File: src/qrs_pkg.sv
package qrs_pkg;

    localparam int SqrtSteps = 32;
    localparam int DivSteps  = 34;

    typedef enum logic [1:0] {
        STATUS_NONE   = 2'd0,
        STATUS_DOUBLE = 2'd1,
        STATUS_TWO    = 2'd2,
        STATUS_AZERO  = 2'd3
    } status_t;

    // One square-root cell slot: sideband plus radicand, remainder, root
    typedef struct packed {
        logic               vld;
        logic signed [33:0] disc;
        status_t            status;
        logic signed [15:0] a;
        logic signed [15:0] b;
        logic [63:0]        rad;
        logic [34:0]        rem;
        logic [31:0]        root;
    } sq_t;

    // One divider cell slot: two lanes sharing the divisor
    typedef struct packed {
        logic               vld;
        logic signed [33:0] disc;
        status_t            status;
        logic [15:0]        den;
        logic               neg1;
        logic               neg2;
        logic [33:0]        q1;
        logic [15:0]        r1;
        logic [33:0]        q2;
        logic [15:0]        r2;
    } dv_t;

endpackage

File: src/qrs_div_cell.sv
module qrs_div_cell (
    input  logic         clk,
    input  logic         rst_n,
    input  logic         adv,
    input  qrs_pkg::dv_t cell_in,
    output qrs_pkg::dv_t cell_out
);
    import qrs_pkg::*;

    dv_t         cell_reg;
    dv_t         cell_next;
    logic [16:0] sh1;
    logic [16:0] sh2;

    // One restoring divide step on both lanes
    always_comb
    begin
        sh1       = {cell_in.r1, cell_in.q1[33]};
        sh2       = {cell_in.r2, cell_in.q2[33]};
        cell_next = cell_in;
        if (sh1 >= {1'b0, cell_in.den})
        begin
            cell_next.r1 = 16'(sh1 - {1'b0, cell_in.den});
            cell_next.q1 = {cell_in.q1[32:0], 1'b1};
        end
        else
        begin
            cell_next.r1 = sh1[15:0];
            cell_next.q1 = {cell_in.q1[32:0], 1'b0};
        end
        if (sh2 >= {1'b0, cell_in.den})
        begin
            cell_next.r2 = 16'(sh2 - {1'b0, cell_in.den});
            cell_next.q2 = {cell_in.q2[32:0], 1'b1};
        end
        else
        begin
            cell_next.r2 = sh2[15:0];
            cell_next.q2 = {cell_in.q2[32:0], 1'b0};
        end
    end

    always_ff @(posedge clk or negedge rst_n)
    begin
        if (!rst_n)
            cell_reg <= '0;
        else if (adv)
            cell_reg <= cell_next;
    end

    assign cell_out = cell_reg;
endmodule

File: config.mk
export PLATFORM = sky130hd
export DESIGN_NAME = qrs_div_cell
export DESIGN_NICKNAME = d
export VERILOG_FILES = /design/src/qrs_pkg.sv /design/src/qrs_div_cell.sv
export SDC_FILE = /design/constraint.sdc
export NUM_CORES = 1
export LEC_CHECK = 0
export BUFFER_PORTS_ARGS = -buffer_cell sky130_fd_sc_hd__buf_2
export CAP_MARGIN = 5
export CORE_MARGIN = 2
export CORE_UTILIZATION = 30
export CTS_BUF_LIST = sky130_fd_sc_hd__clkbuf_16
export CTS_CLUSTER_DIAMETER = 60
export DETAILED_ROUTE_END_ITERATION = 10
export HOLD_SLACK_MARGIN = 0.1
export MAX_ROUTING_LAYER = met4
export PLACE_DENSITY_LB_ADDON = 0.15
export SYNTH_ARGS = -nofsm -noshare
export SYNTH_HDL_FRONTEND = slang
export SYNTH_SLANG_ARGS = --single-unit
File: constraint.sdc
create_clock -name clk -period 0.85 [get_ports clk]
set_input_delay 0.085 -clock clk [delete_from_list [all_inputs] [get_ports clk]]
set_output_delay 0.085 -clock clk [all_outputs]
set_load 0.02 [all_outputs]
; Word level (Yosys, flattened, before mapping)
; Cells that the tools add are included.
; W data, S select, Z words.
[totals]
register_bits = 155
in_bits = 158
[classes]
n_addsub = 2
n_lt_le_gt_ge = 2
muxes = 2
[op_table]
columns = op, n
row1 = $ge A17 B16 Y1, 2
row2 = $mux W17, 2
row3 = $sub A16 B16 Y16, 2

; Longest topological paths before layout
; Gate-level depths: netlist (run 1).
[depth]
depth_word = 2
depth_mapped = 11
ltp_nobuf = 10

; Worst setup path after synthesis (run 1)
; No wires, ideal clock.
[synth_timing]
path_kind = input to register
from = input port cell_in[108] in the netlist's numbering
to = register cell_reg (netlist bit cell_out[50])
setup_time_ps = 125
t_arrival_ps = 2062
t_required_ps = 725
slack_ps = -1337
cell_stages = 8
cell_sequence = inv_1 > ha_1 > a2111o_1 > o21ai_2 > a31oi_4 > a2111o_2 > mux2i_1 > mux2_2
[synth_via]
elab_chain_cells = 2
[synth_rtl]
columns = element, line
row1 = start: declaration, qrs_div_cell.sv:5  ; input qrs_pkg::dv_t cell_in,
row2 = $ge A17 B16 Y1, qrs_div_cell.sv:21  ; if (sh1 >= {1'b0, cell_in.den})
row3 = $mux W17, qrs_div_cell.sv:21
row4 = end signal: assignment, qrs_div_cell.sv:48  ; cell_reg <= cell_next;
row5 = end: declaration, qrs_div_cell.sv:10  ; dv_t cell_reg;
; Every way passes these cells.
; A chain may end at the register's enable or synchronous reset.

; Worst setup path in the final report (run 1)
[layout_timing]
from = input port cell_in[108] in the netlist's numbering
to = register cell_reg (netlist bit cell_out[52])
; The elaborated chain is that of the path after synthesis.

==> results.md, run 1 <==
Clocking:
- The TritonCTS clock tree is done.
- The longest clock path from root to sink contains 2 buffers.
- CTS built an H-tree with a depth of 4.
- After clock tree synthesis, the clock-pin slew on the worst setup and hold paths is 70 ps.
- The number of buffers inserted during clock tree synthesis is 17.
- The root cell of the clock tree is clkbuf_16.
- The clock net in this run drives a total of about 160 sinks.
- The later pin in the worst-skew pair is clocked with a latency of 420 ps.

Floorplanning:
- The floorplan step set the die width to about 160 microns.
- The number of placed I/O pins is 313.
- The initialized floorplan defines 58 standard-cell rows.
- The core box area is 0.0251 sq mm.
- The floorplan step defined a die boundary enclosing around 0.027 sq mm.
- In this run the vertical extent of the chip is 164 microns.
- Once the floorplan was initialized, standard cells occupied 30.5% of the core.

Cells and area:
- The flip-flop count of the largest register after layout is 155.
- 0 antenna diodes ended up in the layout.
- The finished layout cell area is 0.0148 sq mm.
- The net count of the finished layout is 1,465.
- In the final layout, the share of cells above drive strength 1 is 56.6%.
- The area growth from synthesis to layout is 92.6%.

Setup path:
- STA classifies the critical path endpoint as a flip-flop.
- Tracing the worst setup path back leads to its startpoint at cell_in[108].
- The highest fanout seen on the critical path is 4.
- The number of cells on the worst reg-to-reg path is 4.
- On the critical path, the stage with the largest delay is an instance of a2111oi_4.
- The kind of cell adding the most delay to the critical path is compound AO/OA/AOI/OAI gates.
- The critical path class is in -> reg.
- The endpoint identified for the worst register-to-register timing path is cell_out[62].
- Counting buffers and inverters, the worst setup path is 10 cells deep.
- Walking the worst path, the cells encountered are buf_6 > inv_12 > ha_4 > a2111o_1 > o21ai_2 > a31oi_4 > a2111oi_4 > buf_2 > nand2_1 > a31oi_1.
- The buffering stage count on the worst path with inverters included is 3.
- The worst register-to-register path has a setup slack of -120 ps.
- In this run the critical register-to-register path is launched from cell_out[62].
- On the worst path, the slowest cell contributes a delay of 490 ps.
- The data arrival time of the critical path is around 2200 ps.
- The required arrival time at the worst endpoint is roughly 1200 ps.
- The startpoint kind of the worst setup timing path is an input pin.

Timing:
- The number of setup violations in the final report is 208.
- The slew at the pin closest to its max-slew limit is 447 ps.
- Setup repair after global routing could not meet its margin everywhere.
- The number of endpoints with negative hold slack in the final report came to 0.
- The fmax is approximately 540 MHz.
- The setup slack after layout is -1000 ps.
- The final critical path takes up 218% of the cycle.
- The normalized max-slew margin is ~70%.
- The smallest clock period supported by the final layout is computed as around 1900 ps.
- The number of pins with negative max-slew slack in the final report is 0.
- The worst setup skew after layout is 0 ps.

Routing:
- The via count normalized by instance count is between 4 and 5.
- Once detail routing completed, the nets flagged for antenna violations numbered 0.
- In the final routed layout, each cell accounts on average for 17.1 microns.
- The number of search-and-repair iterations in the first detailed-routing pass is 6.
- The number of violations reported at the end of detailed-routing iteration 0 is 276.
- After detailed routing, the total wire length is 27,500 microns.
- The detailed router placed 7,394 vias in this run.
- For this run, design rule violations remaining after detail routing come to 0.

Status:
- The run finished, with violations left.
- The checks that failed: negative setup slack.

GRT:
- The via count of the first global-routing pass was 7,892.
- The largest net degree at the start of global routing is 54.
- The total overflow left after global routing is 0.
- The number of antenna violations at the first check in global routing came to 0.
- The global-route wire length before repair is between 40,000 and 50,000 microns.
- In the global route stage, overall resource usage came out at 20.4%.

Yosys:
- The most used flip-flop cell after synthesis is dfrtp_1.
- The synthesized netlist occupies a cell area of 0.00767 sq mm.
- The average instance area after synthesis is around 12 sq um.
- After technology mapping, the gate count stands at 648.
- The share of synthesized flip-flops with an asynchronous set or reset is 100%.
- Yosys printed 0 warnings.
- The post-synth net total is 840.
- The post-synthesis sequential element count is 155.
- The number of enable flip-flop cells after synthesis is 0.
- After synthesis, the netlist uses 54 different library cells.
- The share of the yosys chip area belonging to registers is 50.6%.

Place:
- Detailed placement finished with a half-perimeter wire length of 18,500 microns.
- Input and output buffers added on the ports amount to 312.
- Once placement finished, the instance area stood at approximately 0.011 sq mm.
- The congestion estimate from routability-driven global placement came to 0.827.
- The worst slack at placement is -1580 ps.

Power:
- Power spread over the standard cell area amounts to between 1500 and 2000 mW/mm^2.
- The clock network power share is a little under a third.
- The part of the power in combinational logic is 34.6%.
- The net switching power figure is slightly above 8000 uW.
- The leakage dissipation is 0.00687 uW.
- The design internal power is 17,700 uW.
- The sequential cell fraction of total power is between 30% and 40%.
- The worst-case IR drop observed on VDD is 0.00114 V.
- The switching power as a share of total power is 31.4%.

Min path:
- The path class of the tightest hold or removal check is in -> reg.
- Counting instances, the worst hold path has a depth of 5.
- The worst hold path terminates at cell_out[0].
- The launch instance of the worst min-delay path is cell_in[49].

Flow run:
- The max-cap violation count is 0.
cell families (layout without fill, tap and decap cells):
group / count (synthesis) / after routing / share of synthesized area, %
buffers and inverters: 49 / 686 / 2.58
AO/OA/AOI/OAI: 113 / 113 / 9.87
AND/OR/NAND/NOR: 142 / 142 / 9.17
adder cells (fa/ha/maj): 34 / 34 / 5.75
XOR/XNOR: 17 / 17 / 1.94
multiplexers: 138 / 138 / 20.1
flip-flops: 155 / 155 / 50.6
metal layers:
metal  GRT usage [%]  up-vias  routed length, microns
met5               -        -                       0
met4            5.86        0                     561
met3            3.76       26                    1130
met2            34.6      192                   14000
met1            25.0     3593                   11900
li1                -     3583                       -
through the flow:
stage / power (uW) / hold slack [ps] / instances / setup TNS, ps / utilization, %
floorplan: 12500 / -211 / 648 / -40490 / -
global placement: 15200 / -103 / 1384 / -62700 / 43.1
detailed placement: 15300 / -103 / 1384 / -63660 / 43.1
CTS: 25700 / 99.8 / 1599 / -60250 / 57.6
global route: 27100 / 103 / 1615 / -69770 / 58.8
finish: 25800 / 115 / 1615 / -59460 / 58.8
tightest hold or removal path: stages:
cell and delay, ps:
buf_6 110, inv_12 40, buf_4 90, mux2_4 130
a21oi_2 40
cells in the final DEF (no fill, tap or decap), types with 6 or more instances in the layout:
cell type | netlist | layout
buf_6 | 0 | 180
nand2b_1 | 10 | 9
a21o_1 | 8 | 8
o21ai_0 | 20 | 17
dlygate4sd3_1 | 0 | 151
mux2_4 | 0 | 18
xnor2_1 | 9 | 9
xor2_1 | 8 | 8
buf_12 | 0 | 6
inv_6 | 0 | 6
inv_2 | 0 | 8
ha_4 | 0 | 21
ha_1 | 32 | 10
o21a_1 | 7 | 7
mux2_2 | 127 | 109
clkbuf_16 | 0 | 17
a21oi_2 | 0 | 6
a31oi_1 | 21 | 19
mux2i_1 | 11 | 11
nand2_1 | 38 | 31
buf_2 | 2 | 150
buf_4 | 3 | 144
nand3_1 | 17 | 13
inv_1 | 22 | 10
a21oi_1 | 28 | 18
nand2_2 | 0 | 6
dfrtp_1 | 155 | 155
nor2_1 | 41 | 41
what timing repair did:
| action | in CTS | in global routing |
|---|---|---|
| hold endpoints to repair | 305 | 0 |
| setup buffers | 31 | 21 |
| endpoints found under the setup margin | 189 | 200 |
| hold buffers | 151 | 0 |
| pin swaps | 37 | 27 |
| resized for setup | 375 | 41 |
| cloned | 2 | 0 |
power by group through the flow:
stage                     clock [uW]  sequential [uW]  combinational (uW)
after floorplan                    0             9930                2590
after global placement             0             8820                6400
after detailed placement           0             8840                6420
after CTS                       8190             8910                8620
after global routing            8510             9040                9540
final                           7950             8940                8920
Yosys cell counts (4+ instances only):
cell type / instances / area, sq um
a21o_1: 8 / 60.1
ha_1: 32 / 400
mux2_2: 127 / 1430
nand3_1: 17 / 85.1
a31oi_1: 21 / 131
nand2b_1: 10 / 62.6
clkbuf_1: 22 / 82.6
a21oi_1: 28 / 140
o21ai_0: 20 / 100
dfrtp_1: 155 / 3880
xnor2_1: 9 / 78.8
a211oi_1: 4 / 30.0
nor2b_1: 8 / 50.1
xor2_1: 8 / 70.1
mux2i_1: 11 / 110
nor2_1: 41 / 154
and3_1: 4 / 25.0
nand2_1: 38 / 143
o21a_1: 7 / 52.6
inv_1: 22 / 82.6
how the worst max path moves through the flow:
stage,to,slack [ps]
4_1_cts,cell_out[50],-930
2_1_floorplan,cell_out[50],-1150
5_1_grt,cell_out[57],-1090
6_report,cell_out[52],-1000
3_3_place_gp,cell_out[0],-1580
3_5_place_dp,cell_out[1],-1580
layout make-up:
| class | instances | area (sq um) |
|---|---|---|
| fill | 2088 | 10300 |
| timing repair buffer | 633 | 5520 |
| multi-input combinational | 444 | 4240 |
| sequential | 155 | 3880 |
| clock buffer | 17 | 425 |
| tap | 330 | 413 |
| clock inverter | 14 | 175 |
| inverter | 22 | 116 |
No activity file was read; power rests on OpenSTA's default activity.
==> run 2: changes to the inputs <==
==> constraint.sdc (replaced) <==
create_clock -name clk -period 2.05 [get_ports clk]
set_input_delay 0.205 -clock clk [delete_from_list [all_inputs] [get_ports clk]]
set_output_delay 0.205 -clock clk [all_outputs]
set_load 0.02 [all_outputs]
==> run 2 against run 1 <==
Net effect: the flow now finishes without violations; hold slack gained 3.2 ps; critical path type unchanged; clock-buffer cell count unchanged; setup slack improved by 1000 ps; clock power shrank 58%; critical path depth fell by 1; sequential cell count is the same.
==> results.md, run 2 (synthesized netlist as in run 1, its figures left out) <==
Status:
- The run finished with clean final reports.

Timing:
- The number of setup violations in the final report came to 0 (-100%).
- The share of the clock period used by the worst path after layout is 98.4%.
- The number of pins with negative max-slew slack in the final report was 0 (unchanged).
- For this run, the top clock speed supported by timing is about 500 MHz.
- Setup repair after global routing could not meet its margin everywhere.
- The setup slack after layout is 33.7 ps (+1040 ps).
- The slew at the pin closest to its max-slew limit is 455 ps (+8.03 ps).
- The number of endpoints with negative hold slack in the final report is 0 (unchanged).
- The worst setup skew after layout was 0 ps (unchanged).
- Counting I/O delays and the setup requirement, the final critical path takes approximately 2000 ps.
- The normalized max-slew margin came to 69.7% (-0.54 points).
- The final-layout setup total negative slack came to 0 ps (+59,460 ps).

Floorplanning:
- The floorplan die height was 164 microns (unchanged).
- The number of cell rows came to 58 (unchanged).
- The horizontal die dimension is 164 microns (unchanged).
- The effective utilization at floorplan is 30.5% (unchanged).
- The area of the die is 0.0268 sq mm (unchanged).
- The core box area is 0.0251 sq mm (unchanged).
- The number of placed I/O pins is 313 (unchanged).

Setup path:
- The required arrival time at the worst endpoint is 2360 ps (+1170 ps).
- The logic depth of the worst register-to-register path is 3 (-1).
- The critical path capture point type is a flip-flop.
- The data arrival time of the critical path is 2320 ps (+130 ps).
- The startpoint kind of the worst setup timing path is an input pin.
- The slack of the worst reg-to-reg path is 1200 ps (+1320 ps).
- The critical path class is in -> reg.
- The highest fanout seen on the critical path came to 4 (unchanged).

Routing:
- The remaining antenna violation count is 0 (unchanged).
- The via count normalized by instance count was 4.53 (-1.0%).
- The post-route DRC violation count came to 0 (unchanged).
- The number of violations reported at the end of detailed-routing iteration 0 is 258 (-6.5%).
- The total number of vias was 6,945 (-6.1%).
- The total routed wirelength came to 24,300 microns (-12%).
- The number of search-and-repair iterations in the first detailed-routing pass came to 4 (-2).
- The average routed wire per standard cell was 15.9 microns (-7.0%).

Clocking:
- The total number of H-tree levels came to 4 (unchanged).
- The clock latency at the later pin of the worst-skew pair is 420 ps (about the same).
- The maximum count of clock buffers along a single path is 2 (unchanged).
- The clock net sink count came to 155 (unchanged).
- The TritonCTS clock tree is done.
- The root cell of the clock tree is clkbuf_16.
- The number of buffers inserted during clock tree synthesis is 17 (unchanged).
- The register clock-pin slew on the reported worst setup and hold paths is 70 ps (about the same).

GRT:
- The number of antenna violations at the first check in global routing is 2 (+2).
- The total global routing track utilization is 18.3% (-2.1 points).
- The via count of the first global-routing pass came to 7,229 (-8.4%).
- The final global-route overflow total came to 0 (unchanged).
- The global-route wire length before repair is 37,600 microns (-9.3%).
- The largest net degree at the start of global routing came to 60 (+11%).

Min path:
- The hold-critical path depth is 3 (-2).
- The worst min-delay path class is in -> reg.

Cells and area:
- The net count of the finished layout was 1,380 (-5.8%).
- The layout filler cell count is 2,337 (+12%).
- The register cell area after layout is 0.00388 sq mm (unchanged).
- The finished layout cell area came to 0.0126 sq mm (-15%).
- The area growth from synthesis to layout is 63.9%.
- The flip-flop count of the largest register after layout is 155 (unchanged).
- Leaving out fill and tap cells, the most frequent cells in the layout are 309 x buf_2, 155 x dfrtp_1, 133 x dlygate4sd3_1.
- The share of cells above drive strength 1 came to 51.2% (-5.4 points).
- The area of the multi-input gates was 0.00380 sq mm (-10%).
- The count of non-filler cells in the finished layout is 1,533 (-5.1%).
- Leaving out fill and tap cells, the most frequent cell in the layout is buf_2.

Place:
- The worst slack at placement is -402 ps (+1180 ps).
- The post-DP HPWL was 18,100 microns (-2.4%).
- The number of instances in the placed design is 1,365 (-1.4%).
- The placed instance area came to 0.0105 sq mm (-2.6%).
- The final weighted congestion of routability-driven global placement was 0.830 (+0.34%).
- The quantity of I/O buffers inserted on ports is 312 (unchanged).

Power:
- The peak supply drop is 0.000480 V (-58%).
- The total power per unit cell area is 774 mW/mm^2 (-56%).
- The post-layout total power is 9720 uW (-62%).
- The leakage dissipation is 0.00597 uW (-13%).

Flow run:
- The max-cap violation count is 0 (unchanged).
## run 2: cell types whose count changed in the layout (fill, tap and decap cells not counted), moves of 4 or more
cell | before | now
dlygate4sd3_1 | 151 | 133
a21oi_1 | 18 | 24
buf_2 | 150 | 309
inv_2 | 8 | 1
ha_4 | 21 | 10
buf_4 | 144 | 95
mux2_2 | 109 | 126
buf_6 | 180 | 5
a21oi_4 | 4 | 0
mux2_4 | 18 | 1
inv_1 | 10 | 18
ha_1 | 10 | 22
## run 2: final cells by class
class | instances | area share (%)
clock inverters | 15 | 1.45
flip-flops and latches | 155 | 30.9
inverters | 22 | 0.806
multi-input cells | 444 | 30.2
well taps | 330 | 3.29
diodes | 2 | 0.0398
repair buffers | 548 | 29.9
clock buffers | 17 | 3.39
## run 2: worst paths after layout
kind / from / end
worst min-delay path: cell_in[4] / cell_out[5]
worst min register to register: cell_out[54] / cell_out[54]
max in group asynchronous: rst_n / cell_out[48]
worst max register to register: cell_out[65] / cell_out[65]
min in group asynchronous: rst_n / cell_out[21]
worst max-delay path: cell_in[108] / cell_out[50]
## run 2: repair_timing
action,4_1_cts,5_1_grt
hold endpoints to repair,173,0
endpoints found under the setup margin,0,21
resized for setup,0,20
hold buffers,133,0
buffers inserted,0,1
## run 2: power by group
group          internal [uW]  total [uW]  leakage, uW  switching [uW]
clock network           1850        3340     0.000289            1490
logic                   1330        2790      0.00388            1460
registers               3420        3600      0.00180             175
## run 2: worst max-delay path, cell delays in order
cell,delay (ps)
buf_2,170
inv_12,40
ha_4,230
a2111o_1,410
o21ai_2,230
a31oi_4,120
a2111o_2,520
mux2i_1,140
mux2_4,250
## run 2: layer usage
layer | part of all wire [%] | vias up | GRT usage [%]
met3 | 4.4 | 27 | 3.79
met1 | 45 | 3318 | 23.1
met5 | 0 | - | -
met2 | 48 | 171 | 29.9
li1 | - | 3429 | -
met4 | 1.8 | 0 | 5.18
## run 2: metrics by stage
stage               hold WS, ps  util, %
floorplan                 -90.6        -
global placement            167     41.9
detailed placement          167     41.9
CTS                         106     49.7
global route                130     50.0
finish                      118     50.0
