==> src/qrs_pkg.sv <==
package qrs_pkg;

    localparam int SqrtSteps = 32;
    localparam int DivSteps  = 34;

    typedef enum logic [1:0] {
        STATUS_NONE   = 2'd0,
        STATUS_DOUBLE = 2'd1,
        STATUS_TWO    = 2'd2,
        STATUS_AZERO  = 2'd3
    } status_t;

    // One square-root cell slot: sideband plus radicand, remainder, root
    typedef struct packed {
        logic               vld;
        logic signed [33:0] disc;
        status_t            status;
        logic signed [15:0] a;
        logic signed [15:0] b;
        logic [63:0]        rad;
        logic [34:0]        rem;
        logic [31:0]        root;
    } sq_t;

    // One divider cell slot: two lanes sharing the divisor
    typedef struct packed {
        logic               vld;
        logic signed [33:0] disc;
        status_t            status;
        logic [15:0]        den;
        logic               neg1;
        logic               neg2;
        logic [33:0]        q1;
        logic [15:0]        r1;
        logic [33:0]        q2;
        logic [15:0]        r2;
    } dv_t;

endpackage

==> src/qrs_sqrt_cell.sv <==
module qrs_sqrt_cell (
    input  logic         clk,
    input  logic         rst_n,
    input  logic         adv,
    input  qrs_pkg::sq_t cell_in,
    output qrs_pkg::sq_t cell_out
);
    import qrs_pkg::*;

    sq_t         cell_reg;
    sq_t         cell_next;
    logic [34:0] rem_sh;
    logic [34:0] trial;

    // One restoring step: two radicand bits in, one root bit out
    always_comb
    begin
        rem_sh    = {cell_in.rem[32:0], cell_in.rad[63:62]};
        trial     = {1'b0, cell_in.root, 2'b01};
        cell_next = cell_in;
        cell_next.rad = {cell_in.rad[61:0], 2'b00};
        if (rem_sh >= trial)
        begin
            cell_next.rem  = rem_sh - trial;
            cell_next.root = {cell_in.root[30:0], 1'b1};
        end
        else
        begin
            cell_next.rem  = rem_sh;
            cell_next.root = {cell_in.root[30:0], 1'b0};
        end
    end

    always_ff @(posedge clk or negedge rst_n)
    begin
        if (!rst_n)
            cell_reg <= '0;
        else if (adv)
            cell_reg <= cell_next;
    end

    assign cell_out = cell_reg;
endmodule

==> config.mk <==
export PLATFORM = sky130hd
export DESIGN_NAME = qrs_sqrt_cell
export DESIGN_NICKNAME = d
export VERILOG_FILES = /design/src/qrs_pkg.sv /design/src/qrs_sqrt_cell.sv
export SDC_FILE = /design/constraint.sdc
export NUM_CORES = 1
export LEC_CHECK = 0
export BUFFER_PORTS_ARGS = -buffer_cell sky130_fd_sc_hd__buf_2
export CAP_MARGIN = 0
export CORE_AREA = 2 2 158 160
export CTS_CLUSTER_SIZE = 8
export DETAILED_ROUTE_END_ITERATION = 8
export DIE_AREA = 0 0 160 162
export PLACE_DENSITY = 0.72
export SLEW_MARGIN = 20
export SYNTH_ARGS = -nofsm -noshare
export SYNTH_HDL_FRONTEND = slang
export SYNTH_SLANG_ARGS = --single-unit
==> constraint.sdc <==
create_clock -name clk -period 0.8 [get_ports clk]
set_input_delay 0.16 -clock clk [delete_from_list [all_inputs] [get_ports clk]]
set_output_delay 0.16 -clock clk [all_outputs]
set_load 0.02 [all_outputs]
* Yosys cells after proc, flatten, opt, wreduce, memory -nomap -nowiden
Cells that the tools add are included.
** Word-level totals
- Register bits after elaboration :: 198
- Output and inout bits :: 200
** Operators by class
- Order comparisons :: 1
- Mux-type cells :: 1
- Add/sub/neg operators :: 1
** Operators with widths (count)
- $mux W67 :: 1
- $ge A35 B34 Y1 :: 1
- $sub A35 B34 Y35 :: 1

* Depth between registers and ports, before layout
Gate-level depths: netlist of the first run.
- Depth after elaboration :: 2
- Depth in mapped cells :: 13
- Depth with buffers taken out :: 10

* Least setup slack after synthesis of the first run
OpenSTA, ideal clock, no wires.
- Kind :: input to register
- From :: input cell_in[24] (netlist bit)
- To :: register cell_reg, in the netlist cell_out[42]
- Data required time :: 0.663 ns
- Stages on the path :: 13
- Slack :: -1.616 ns
- Data arrival time :: 2.279 ns
- Path through :: inv_1 > ha_1 > buf_6 > a21oi_4 > o21ai_2 > or3_4 > a2111oi_4 > nor2_2 > a21o_1 > buf_6 > buf_6 > mux2i_1 > a21oi_1
** On the way
- Cells in the longest elaborated chain, start to end :: 2
** RTL lines
- start, declared :: line qrs_sqrt_cell.sv:5 : input qrs_pkg::sq_t cell_in,
- $ge A35 B34 Y1 :: line qrs_sqrt_cell.sv:22 : if (rem_sh >= trial)
- $mux W67 :: line qrs_sqrt_cell.sv:22
- end signal, assigned :: line qrs_sqrt_cell.sv:39 : cell_reg <= cell_next;
- end, declared :: line qrs_sqrt_cell.sv:10 : sq_t cell_reg;
Every way passes these cells.
A chain may end at the register's enable or synchronous reset.

* Worst setup path after layout of the first run
- From :: input cell_in[32] (netlist bit)
- To :: register cell_reg, in the netlist cell_out[58]
** On the way
- Cells in the longest elaborated chain, start to end :: 2
** RTL lines (line)
- $sub A35 B34 Y35 / $ge A35 B34 Y1 (equally long branches) :: qrs_sqrt_cell.sv:24, qrs_sqrt_cell.sv:22
- $mux W67 (*) :: qrs_sqrt_cell.sv:22
Mark *: on every way between the ends. The rest lies on a longest branch, timed or not.

==> results of run 1 <==
-- critical path: stages --
cell and delay [ps]:
buf_2 130, ha_4 220, o211ai_1 240, o21ai_1 140, o31a_2 350, a2111oi_4 370
nor2_2 110, a21oi_4 280, buf_4 190, nand2_1 100, a31oi_1 220
-- through the flow --
stage	setup WS (ps)	cells	power [mW]	cell area (um2)	hold slack, ps
6_report	-1380	2041	35.8	19600	29.4
5_1_grt	-1480	2040	36.9	19600	34.6
4_1_cts	-1160	1965	33.1	18200	6.67
3_5_place_dp	-1790	1719	21.5	14600	40.4
3_3_place_gp	-1740	1719	21.4	14600	38.8
2_1_floorplan	-1450	846	17.5	11200	-136
-- final cells by class --
type | instances | area, um2
Fill cell | 1220 | 4480
Antenna cell | 2 | 5.00
Inverter | 47 | 184
Tap cell | 324 | 405
Timing Repair Buffer | 880 | 7690
Multi-Input combinational cell | 558 | 5740
Clock inverter | 14 | 190
Sequential cell | 198 | 4960
Clock buffer | 18 | 439
-- cells in the mapped netlist, types with 2 or more instances --
| master | instances | area share, % |
|---|---|---|
| buf_2 | 3 | 0.15 |
| or2_2 | 2 | 0.13 |
| a211oi_1 | 5 | 0.38 |
| o21a_1 | 7 | 0.53 |
| a21boi_0 | 2 | 0.15 |
| a21o_1 | 7 | 0.53 |
| nand2b_1 | 3 | 0.19 |
| buf_4 | 2 | 0.15 |
| nor3_1 | 11 | 0.56 |
| or4_1 | 4 | 0.30 |
| ha_1 | 34 | 4.3 |
| nor2b_1 | 6 | 0.38 |
| buf_6 | 7 | 0.80 |
| a21oi_4 | 4 | 0.66 |
| clkbuf_1 | 29 | 1.1 |
| a41oi_1 | 2 | 0.18 |
| mux2i_1 | 24 | 2.4 |
| o21bai_1 | 3 | 0.23 |
| o31ai_1 | 5 | 0.38 |
| xor2_1 | 9 | 0.80 |
| o22ai_1 | 2 | 0.13 |
| nand4b_1 | 2 | 0.18 |
| xnor2_1 | 19 | 1.7 |
| o21ai_0 | 22 | 1.1 |
| o21ai_1 | 4 | 0.20 |
| a31o_2 | 2 | 0.18 |
| nand2_1 | 33 | 1.3 |
| o21ai_2 | 2 | 0.18 |
| nor2_1 | 54 | 2.1 |
| o211ai_1 | 2 | 0.15 |
| and2_1 | 2 | 0.13 |
| or3_1 | 4 | 0.25 |
| dfrtp_1 | 198 | 50 |
| inv_1 | 47 | 1.8 |
| nand4_1 | 6 | 0.38 |
| o311ai_0 | 2 | 0.18 |
| a31oi_1 | 10 | 0.63 |
| mux2_2 | 164 | 19 |
| a21oi_1 | 54 | 2.7 |
| nand3_1 | 16 | 0.81 |
| buf_1 | 2 | 0.076 |
| and3_1 | 4 | 0.25 |
-- worst paths after layout --
kind,startpoint,endpoint,slack (ps),cells after the start
max,cell_in[32],cell_out[58]$_DFFE_PN0P_,-1380,11
min,cell_in[37],cell_out[39]$_DFFE_PN0P_,30,3
max reg2reg,cell_out[57]$_DFFE_PN0P_,cell_out[57]$_DFFE_PN0P_,-290,3
min reg2reg,cell_out[31]$_DFFE_PN0P_,cell_out[31]$_DFFE_PN0P_,540,1
max in group asynchronous,rst_n,cell_out[83]$_DFFE_PN0P_,100,3
min in group asynchronous,rst_n,cell_out[9]$_DFFE_PN0P_,160,2
-- timing repair --
item | 4_1_cts | 5_1_grt
pin swaps | 9 | 28
buffers inserted | 57 | 91
gates cloned | 0 | 0
resized for setup | 299 | 262
setup endpoints to repair | 237 | 338
hold buffers | 157 | 0
hold endpoints to repair | 354 | 0
-- layer usage --
layer | up-vias | global-route usage, % | part of all wire [%]
li1 | 4716 | - | -
met1 | 5495 | 39.5 | 36
met2 | 745 | 58.4 | 48
met3 | 247 | 6.82 | 7.5
met4 | 2 | 20.5 | 7.6
met5 | - | 0 | 0.027
-- cells by family after synthesis --
group	share of synthesized area, %
AOI/OAI and AO/OA	10.2
xor gates and xnor gates	2.48
adders and majority gates	4.31
buffers and inverters	4.07
DFF	50.2
muxes	21.1
other	0.0380
and+or+nand+nor	7.55
-- power by group through the flow --
| stage | clock (mW) | sequential [mW] | combinational (mW) |
|---|---|---|---|
| after detailed placement | 0 | 12.0 | 9.54 |
| after global routing | 9.93 | 12.4 | 14.5 |
| after global placement | 0 | 12.0 | 9.41 |
| after floorplan | 0 | 13.4 | 4.12 |
| after CTS | 9.31 | 12.0 | 11.8 |
| final | 9.40 | 12.4 | 14.0 |
==> flow_summary.ini, run 1 <==
[cts]
cts.sinks = 198
cts_buffers = 17
cts_tree = built
clk_root_buffer_cell = clkbuf_16
clock_latency_ps = 430
cts_max_level = 4
clkTransAtPathRegs_ps = 80
clock_path_buffers = 2

[sta]
min_period_ps = 2180
rsz0062_at_grt = true
maxSlewViolCount = 0
hold_violations = 0
setup_slack_ps = -1380
final-setup-viol-count = 377
min_period_over_period_pct = 272
setup_tns_ps = -131870
fmax_mhz = 459
skew_ps = 0

[logic_synthesis]
synth_cell_types = 67
synth_edf_count = 0
yosysSeqAreaShare_pct = 50.2
synth_seq_cells = 198
avgSynthCellArea_um2 = 11.7
yosysWarningCount = 0
ys.flop_type = dfrtp_1
synthCells = 845
syn-cell-area_um2 = 9870
synthArstFlopShare_pct = 100

[detailed_routing]
routedWlPerCell_um = 25.4
drc_errors = 0
ant_nets = 0
dr.first_iter.drc_count = 1046
vias = 11200
viasPerCell = 5.49
routed_wirelength_mm = 51.9
first_pass_iters = 5

[placement]
hpwl_mm = 27.0
io_buffers = 398
place_congestion = 0.986

[power_and_ir_drop]
p_int_mw = 23.2
switchingPower_mw = 12.5
p_per_area_nw_per_um2 = 1820
seqPwrFrac_pct = 34.6
power_frac_clock_pct = 26.3
comb_power_share_pct = 39.1
p_leak_nw = 9.65
vdd_drop_max_mv = 1.62
swShare_pct = 35.0

[final_layout]
final_common_cell = buf_6
syn_to_final_growth_pct = 98.7
mostFrequentLayoutCells = 270 x buf_6, 250 x buf_4, 192 x dfrtp_1, 190 x buf_2, 155 x dlygate4sd3_1
largest_reg_flops = 198
layout-drive-gt1-share_pct = 60.8
post-route-util_pct = 81.4
nets = 1939

[hold_path]
hold_path.class = primary input to flop

[global_routing]
gr-usage-all-layers_pct = 34.0
grt_pass1_vias = 11200
grt-ovfl-total = 0
grt_antenna_before_repair = 2
grt_max_degree = 42
grt_pass1_wl_mm = 67.8

[run_status]
violations = setup timing
outcome = complete, but fails checks

[floorplan]
dieArea_um2 = 25900
fp.dieW_um = 160
initial_utilization_pct = 41.0
die_h_um = 162
rows = 57
core-area_um2 = 24100
ios = 403

[worst_setup_path]
start_kind = primary input
critPathMaxFanout = 5
worst_setup_path_end_kind = flop
crit_type = primary input to flop
worstPathArrival_ps = 2510
critPathRequiredTime_ps = 1130

[job]
maxCapViolCount = 0
Power figures use the tool's default switching activity.
==> run 2: changes to the inputs <==
Settings changed: CAP_MARGIN 0 to default.
Clock period 0.8 ns to 1.79 ns, I/O delays scaled along.
==> run 2 against run 1 <==
Effect of this change: the run still ends with setup timing left; count of clock-buffer cells in the layout fell by 1; routed wire length fell by 40%; clock skew did not move; setup slack improved by 910 ps; non-clock buffer count fell by 302; sequential share of layout area rose by 8.0 points; sequential power fell by 58%; first-iteration DRC count fell by 50%; critical endpoint is now cell_out[66]$_DFFE_PN0P_; highest routed layer is now met4.
==> flow_summary.ini, run 2 (same netlist as run 1, synthesis figures left out) <==
[run_status]
outcome = complete, but fails checks
violations = setup timing

[worst_setup_path]
crit_slowest_cell = or4_1
timing.rr.end = cell_out[62]$_DFFE_PN0P_
crit_type = primary input to flop
critPathRequiredTime_ps = 2150
worst_setup_path_end_kind = flop
crit_chain = buf_2 > inv_1 > ha_4 > nand2_2 > a211oi_2 > o31a_4 > a2111oi_4 > nor2_2 > buf_6 > a21oi_4 > buf_12 > or4_1 > a31oi_1
critPathMaxStageDelay_ps = 490
regToRegStartpoint = cell_out[62]$_DFFE_PN0P_
start_kind = primary input
critPathMaxFanout = 5
rr_worst_depth = 3
r2r_slack_ps = 940
worstPathArrival_ps = 2610

[cts]
cts.sinks = 198
clkTransAtPathRegs_ps = 90
clock_path_buffers = 2
clk_root_buffer_cell = clkbuf_16
cts_buffers = 17
cts_max_level = 4
cts_tree = built
clock_latency_ps = 430

[floorplan]
initial_utilization_pct = 41.0
core-area_um2 = 24100
dieArea_um2 = 25900
die_h_um = 162
rows = 57
ios = 403
fp.dieW_um = 160

[power_and_ir_drop]
p_int_mw = 8.82
p_total_mw = 13.4
p_per_area_nw_per_um2 = 903
p_leak_nw = 7.17
vdd_drop_max_mv = 0.586
power_frac_clock_pct = 30.3
swShare_pct = 34.4
comb_power_share_pct = 30.6
seqPwrFrac_pct = 39.1
switchingPower_mw = 4.62

[hold_path]
whs_path_depth = 2
hold_path.class = primary input to flop
min_from = cell_in[127]
min_to = cell_out[129]$_DFFE_PN0P_

[sta]
min_period_ps = 2260
skew_ps = 0
setup_tns_ps = -12760
final-setup-viol-count = 36
rsz0062_at_grt = true
min_period_over_period_pct = 126
maxSlewViolCount = 0
hold_violations = 0
fmax_mhz = 443
setup_slack_ps = -467

[final_layout]
layout-drive-gt1-share_pct = 61.7
largest_reg_flops = 198
final_cell_area_um2 = 14900
mostFrequentLayoutCells = 391 x buf_2, 198 x dfrtp_1, 163 x mux2_2, 161 x buf_4, 53 x nor2_1
syn_to_final_growth_pct = 50.8
final_common_cell = buf_2
nets = 1637

[detailed_routing]
drc_errors = 0
vias = 8713
viasPerCell = 5.01
ant_nets = 0
first_pass_iters = 5
routedWlPerCell_um = 18.0
routed_wirelength_mm = 31.3
dr.first_iter.drc_count = 518

[global_routing]
grt-ovfl-total = 0
grt_pass1_vias = 9021
gr-usage-all-layers_pct = 23.7
grt_max_degree = 39
grt_pass1_wl_mm = 48.5
grt_antenna_before_repair = 1

[placement]
hpwl_mm = 24.3
place_area_um2 = 13800
io_buffers = 398
place_congestion = 0.907

[job]
maxCapViolCount = 0
run 2: cell types whose count changed in the layout (fill, tap and decap cells not counted), moves of 6 or more:
cell,before,now
dfrtp_2,6,0
buf_6,270,6
dlygate4sd3_1,155,1
buf_2,190,391
buf_4,250,161
nor2_1,47,53
dfrtp_1,192,198
mux2_2,12,163
mux2_4,152,1
run 2: worst max-delay path by stage:
stage / from / end / slack [ps] / depth (start not counted)
5_1_grt: cell_in[7] / cell_out[60]$_DFFE_PN0P_ / -540 / 12
2_1_floorplan: cell_in[52] / cell_out[33]$_DFFE_PN0P_ / -660 / 11
4_1_cts: cell_in[29] / cell_out[60]$_DFFE_PN0P_ / -440 / 12
3_3_place_gp: cell_in[30] / cell_out[60]$_DFFE_PN0P_ / -1000 / 12
3_5_place_dp: cell_in[30] / cell_out[60]$_DFFE_PN0P_ / -1040 / 12
6_report: cell_in[8] / cell_out[66]$_DFFE_PN0P_ / -470 / 13
run 2: repair_timing:
action                                 in CTS  in global routing
pin swaps                                  21                 13
setup endpoints to repair                  36                 36
resized for setup                          39                 41
hold buffers                                1                  0
buffers inserted                            8                  4
endpoints found under the hold margin      31                  0
cloned                                      1                  1
run 2: cell type report:
type / instances / area (um2)
Tap cell: 324 / 405
Antenna cell: 1 / 2.50
Timing Repair Buffer: 578 / 3620
Clock inverter: 15 / 188
Sequential cell: 198 / 4950
Clock buffer: 17 / 425
Multi-Input combinational cell: 558 / 5110
Inverter: 47 / 186
Fill cell: 1975 / 9220
run 2: critical path, delay by kind of cell:
| kind | cells | cell delay [ps] |
|---|---|---|
| buffers and inverters | 4 | 430 |
| AO/OA/AOI/OAI | 5 | 810 |
| adder cells (fa/ha/maj) | 1 | 300 |
| AND/OR/NAND/NOR | 3 | 720 |
run 2: per-stage QoR:
| stage | utilization [%] | setup WS, ps | hold slack (ps) | cells |
|---|---|---|---|---|
| 6_report | 61.8 | -467 | 135 | 1738 |
| 4_1_cts | 60.8 | -436 | 122 | 1733 |
| 3_5_place_dp | 57.2 | -1040 | 309 | 1692 |
| 3_3_place_gp | 57.2 | -1000 | 312 | 1692 |
| 2_1_floorplan | - | -661 | 62.4 | 846 |
| 5_1_grt | 61.8 | -542 | 121 | 1738 |
run 2: power by group through the flow:
stage | sequential (mW) | clock, mW | combinational (mW)
2_1_floorplan | 5.99 | 0 | 1.53
3_3_place_gp | 5.32 | 0 | 3.84
3_5_place_dp | 5.34 | 0 | 3.91
4_1_cts | 5.26 | 4.17 | 4.03
5_1_grt | 5.33 | 4.33 | 4.41
6_report | 5.26 | 4.07 | 4.11
run 2: per-layer routing:
metal | track usage (%) | up-vias | wire, um
met5 | 0 | - | 0
met4 | 7.86 | 0 | 869
met3 | 5.87 | 50 | 1830
met2 | 40.2 | 299 | 15600
met1 | 29.9 | 4244 | 13000
li1 | - | 4120 | -
==> run 3: changes to the inputs <==
==> constraint.sdc (replaced) <==
create_clock -name clk -period 2.03 [get_ports clk]
set_input_delay 0.203 -clock clk [delete_from_list [all_inputs] [get_ports clk]]
set_output_delay 0.203 -clock clk [all_outputs]
set_load 0.02 [all_outputs]
==> run 3 against run 2 <==
Effect of this change: critical path depth fell by 2; sequential share of layout area is 2.9 points lower; total power decreased by 10%; the flow still finishes with violations (setup timing); final cell count grew 7.5%; highest routed layer unchanged; design area up 9.5%; first-iteration DRC count rose by 2.1%; routed wire length increased by 10%; clock skew did not move.
==> flow_summary.ini, run 3 (same netlist as run 1, synthesis figures left out) <==
[detailed_routing]
routed_wirelength_mm = 34.4
top_layer = met4
drt-met1-wl_mm = 13.8
dr.first_iter.drc_count = 529
first_pass_iters = 5
met2_length_mm = 17.5
routedWlPerCell_um = 18.4
ant_nets = 0
viasPerCell = 5.04
wl_met3_mm = 1.98
vias = 9411
drc_errors = 0

[worst_setup_path]
critPathRequiredTime_ps = 2350
worstPathArrival_ps = 2440
worst_setup_path_end_kind = flop
critPathMaxFanout = 5
start_kind = primary input
crit_type = primary input to flop

[cts]
cts_tree = built
clock_path_buffers = 2
clk_root_buffer_cell = clkbuf_16
clock_latency_ps = 420
cts.sinks = 198
cts_buffers = 17
clkTransAtPathRegs_ps = 80
cts_max_level = 4

[sta]
setup_slack_ps = -84.8
fmax_mhz = 473
worst_slew_pin_slew_ps = 507
min_period_ps = 2110
skew_ps = 0
hold_violations = 0
setup_tns_ps = -323
rsz0062_at_grt = true
min_period_over_period_pct = 104
maxSlewViolCount = 0
slew_headroom_pct = 66.2
final-setup-viol-count = 10
hold_slack_ps = 14.6

[final_layout]
seqCellArea_um2 = 4950
final_common_cell = buf_2
syn_to_final_growth_pct = 65.2
fillers = 1773
multi_input_area_um2 = 5260
layout-drive-gt1-share_pct = 58.2
mostFrequentLayoutCells = 387 x buf_2, 198 x dfrtp_1, 162 x mux2_2, 162 x buf_4, 125 x dlygate4sd3_1
nets = 1766
largest_reg_flops = 198

[placement]
hpwl_mm = 23.3
io_buffers = 398
place_congestion = 0.919
preCtsSetupSlack_ps = -643

[floorplan]
dieArea_um2 = 25900
ios = 403
die_h_um = 162
rows = 57
fp.dieW_um = 160
core-area_um2 = 24100
initial_utilization_pct = 41.0

[hold_path]
hold_path.class = primary input to flop

[run_status]
outcome = complete, but fails checks
violations = setup timing

[global_routing]
gr-usage-all-layers_pct = 25.4
grt_antenna_before_repair = 2
grt_max_degree = 62
grt_pass1_wl_mm = 52.2
grt-ovfl-total = 0
grt_pass1_vias = 9941

[power_and_ir_drop]
vdd_drop_max_mv = 0.689
p_leak_nw = 7.73
p_per_area_nw_per_um2 = 742

[job]
maxCapViolCount = 0
==> run 3: cell type report <==
class                   count  area share (%)
diodes                      2          0.0307
clock buffers              18            2.63
clock inverters            14            1.08
inverters                  47            1.17
multi-input cells         558            32.2
flip-flops and latches    198            30.4
well taps                 324            2.49
repair buffers            707            30.0
==> run 3: path summary, 6_finish.rpt <==
path,start,to,slack (ps),cells past startpoint
min in group asynchronous,rst_n,cell_out[77]$_DFFE_PN0P_,280,2
worst min register to register,cell_out[148]$_DFFE_PN0P_,cell_out[148]$_DFFE_PN0P_,500,1
worst min-delay path,cell_in[144],cell_out[144]$_DFFE_PN0P_,10,2
max in group asynchronous,rst_n,cell_out[166]$_DFFE_PN0P_,1030,3
worst max-delay path,cell_in[56],cell_out[32]$_DFFE_PN0P_,-80,11
worst max register to register,cell_out[55]$_DFFE_PN0P_,cell_out[55]$_DFFE_PN0P_,1140,3
==> run 3: where the power goes <==
| part | leakage (nW) | switching, mW | internal, mW | total, mW |
|---|---|---|---|---|
| Combinational | 5.13 | 2.07 | 1.86 | 3.93 |
| Sequential | 2.30 | 0.260 | 4.40 | 4.66 |
| Clock | 0.293 | 1.82 | 1.69 | 3.51 |
| Total | 7.73 | 4.15 | 7.95 | 12.1 |
==> run 3: metrics by stage <==
stage | cell area (um2) | total power, mW | std cells | util (%)
3_5_place_dp | 13700 | 8.11 | 1686 | 56.8
2_1_floorplan | 10200 | 6.61 | 846 | -
5_1_grt | 16300 | 12.6 | 1868 | 67.7
4_1_cts | 15700 | 11.9 | 1846 | 65.1
3_3_place_gp | 13700 | 8.03 | 1686 | 56.8
6_report | 16300 | 12.1 | 1868 | 67.7
==> run 3: critical path, stage by stage <==
cell       delay [ps]
buf_8             100
ha_4              260
a21oi_4           190
o21ai_4            90
or3_4             410
a2111oi_4         270
nor2_2            120
a21oi_4           300
buf_12            160
xnor2_1            60
mux2_4            250
==> run 3: what timing repair did <==
action | CTS | global route
setup buffers | 6 | 17
cloned | 0 | 1
hold buffers | 122 | 3
pin swaps | 10 | 47
resized for setup | 27 | 98
hold endpoints to repair | 169 | 3
setup endpoints to repair | 35 | 36
==> run 3: routing by layer <==
metal / up-vias / track usage, %
li1: 4371 / -
met2: 359 / 44.4
met1: 4607 / 30.3
met3: 74 / 5.46
met5: - / 0
met4: 0 / 10.8
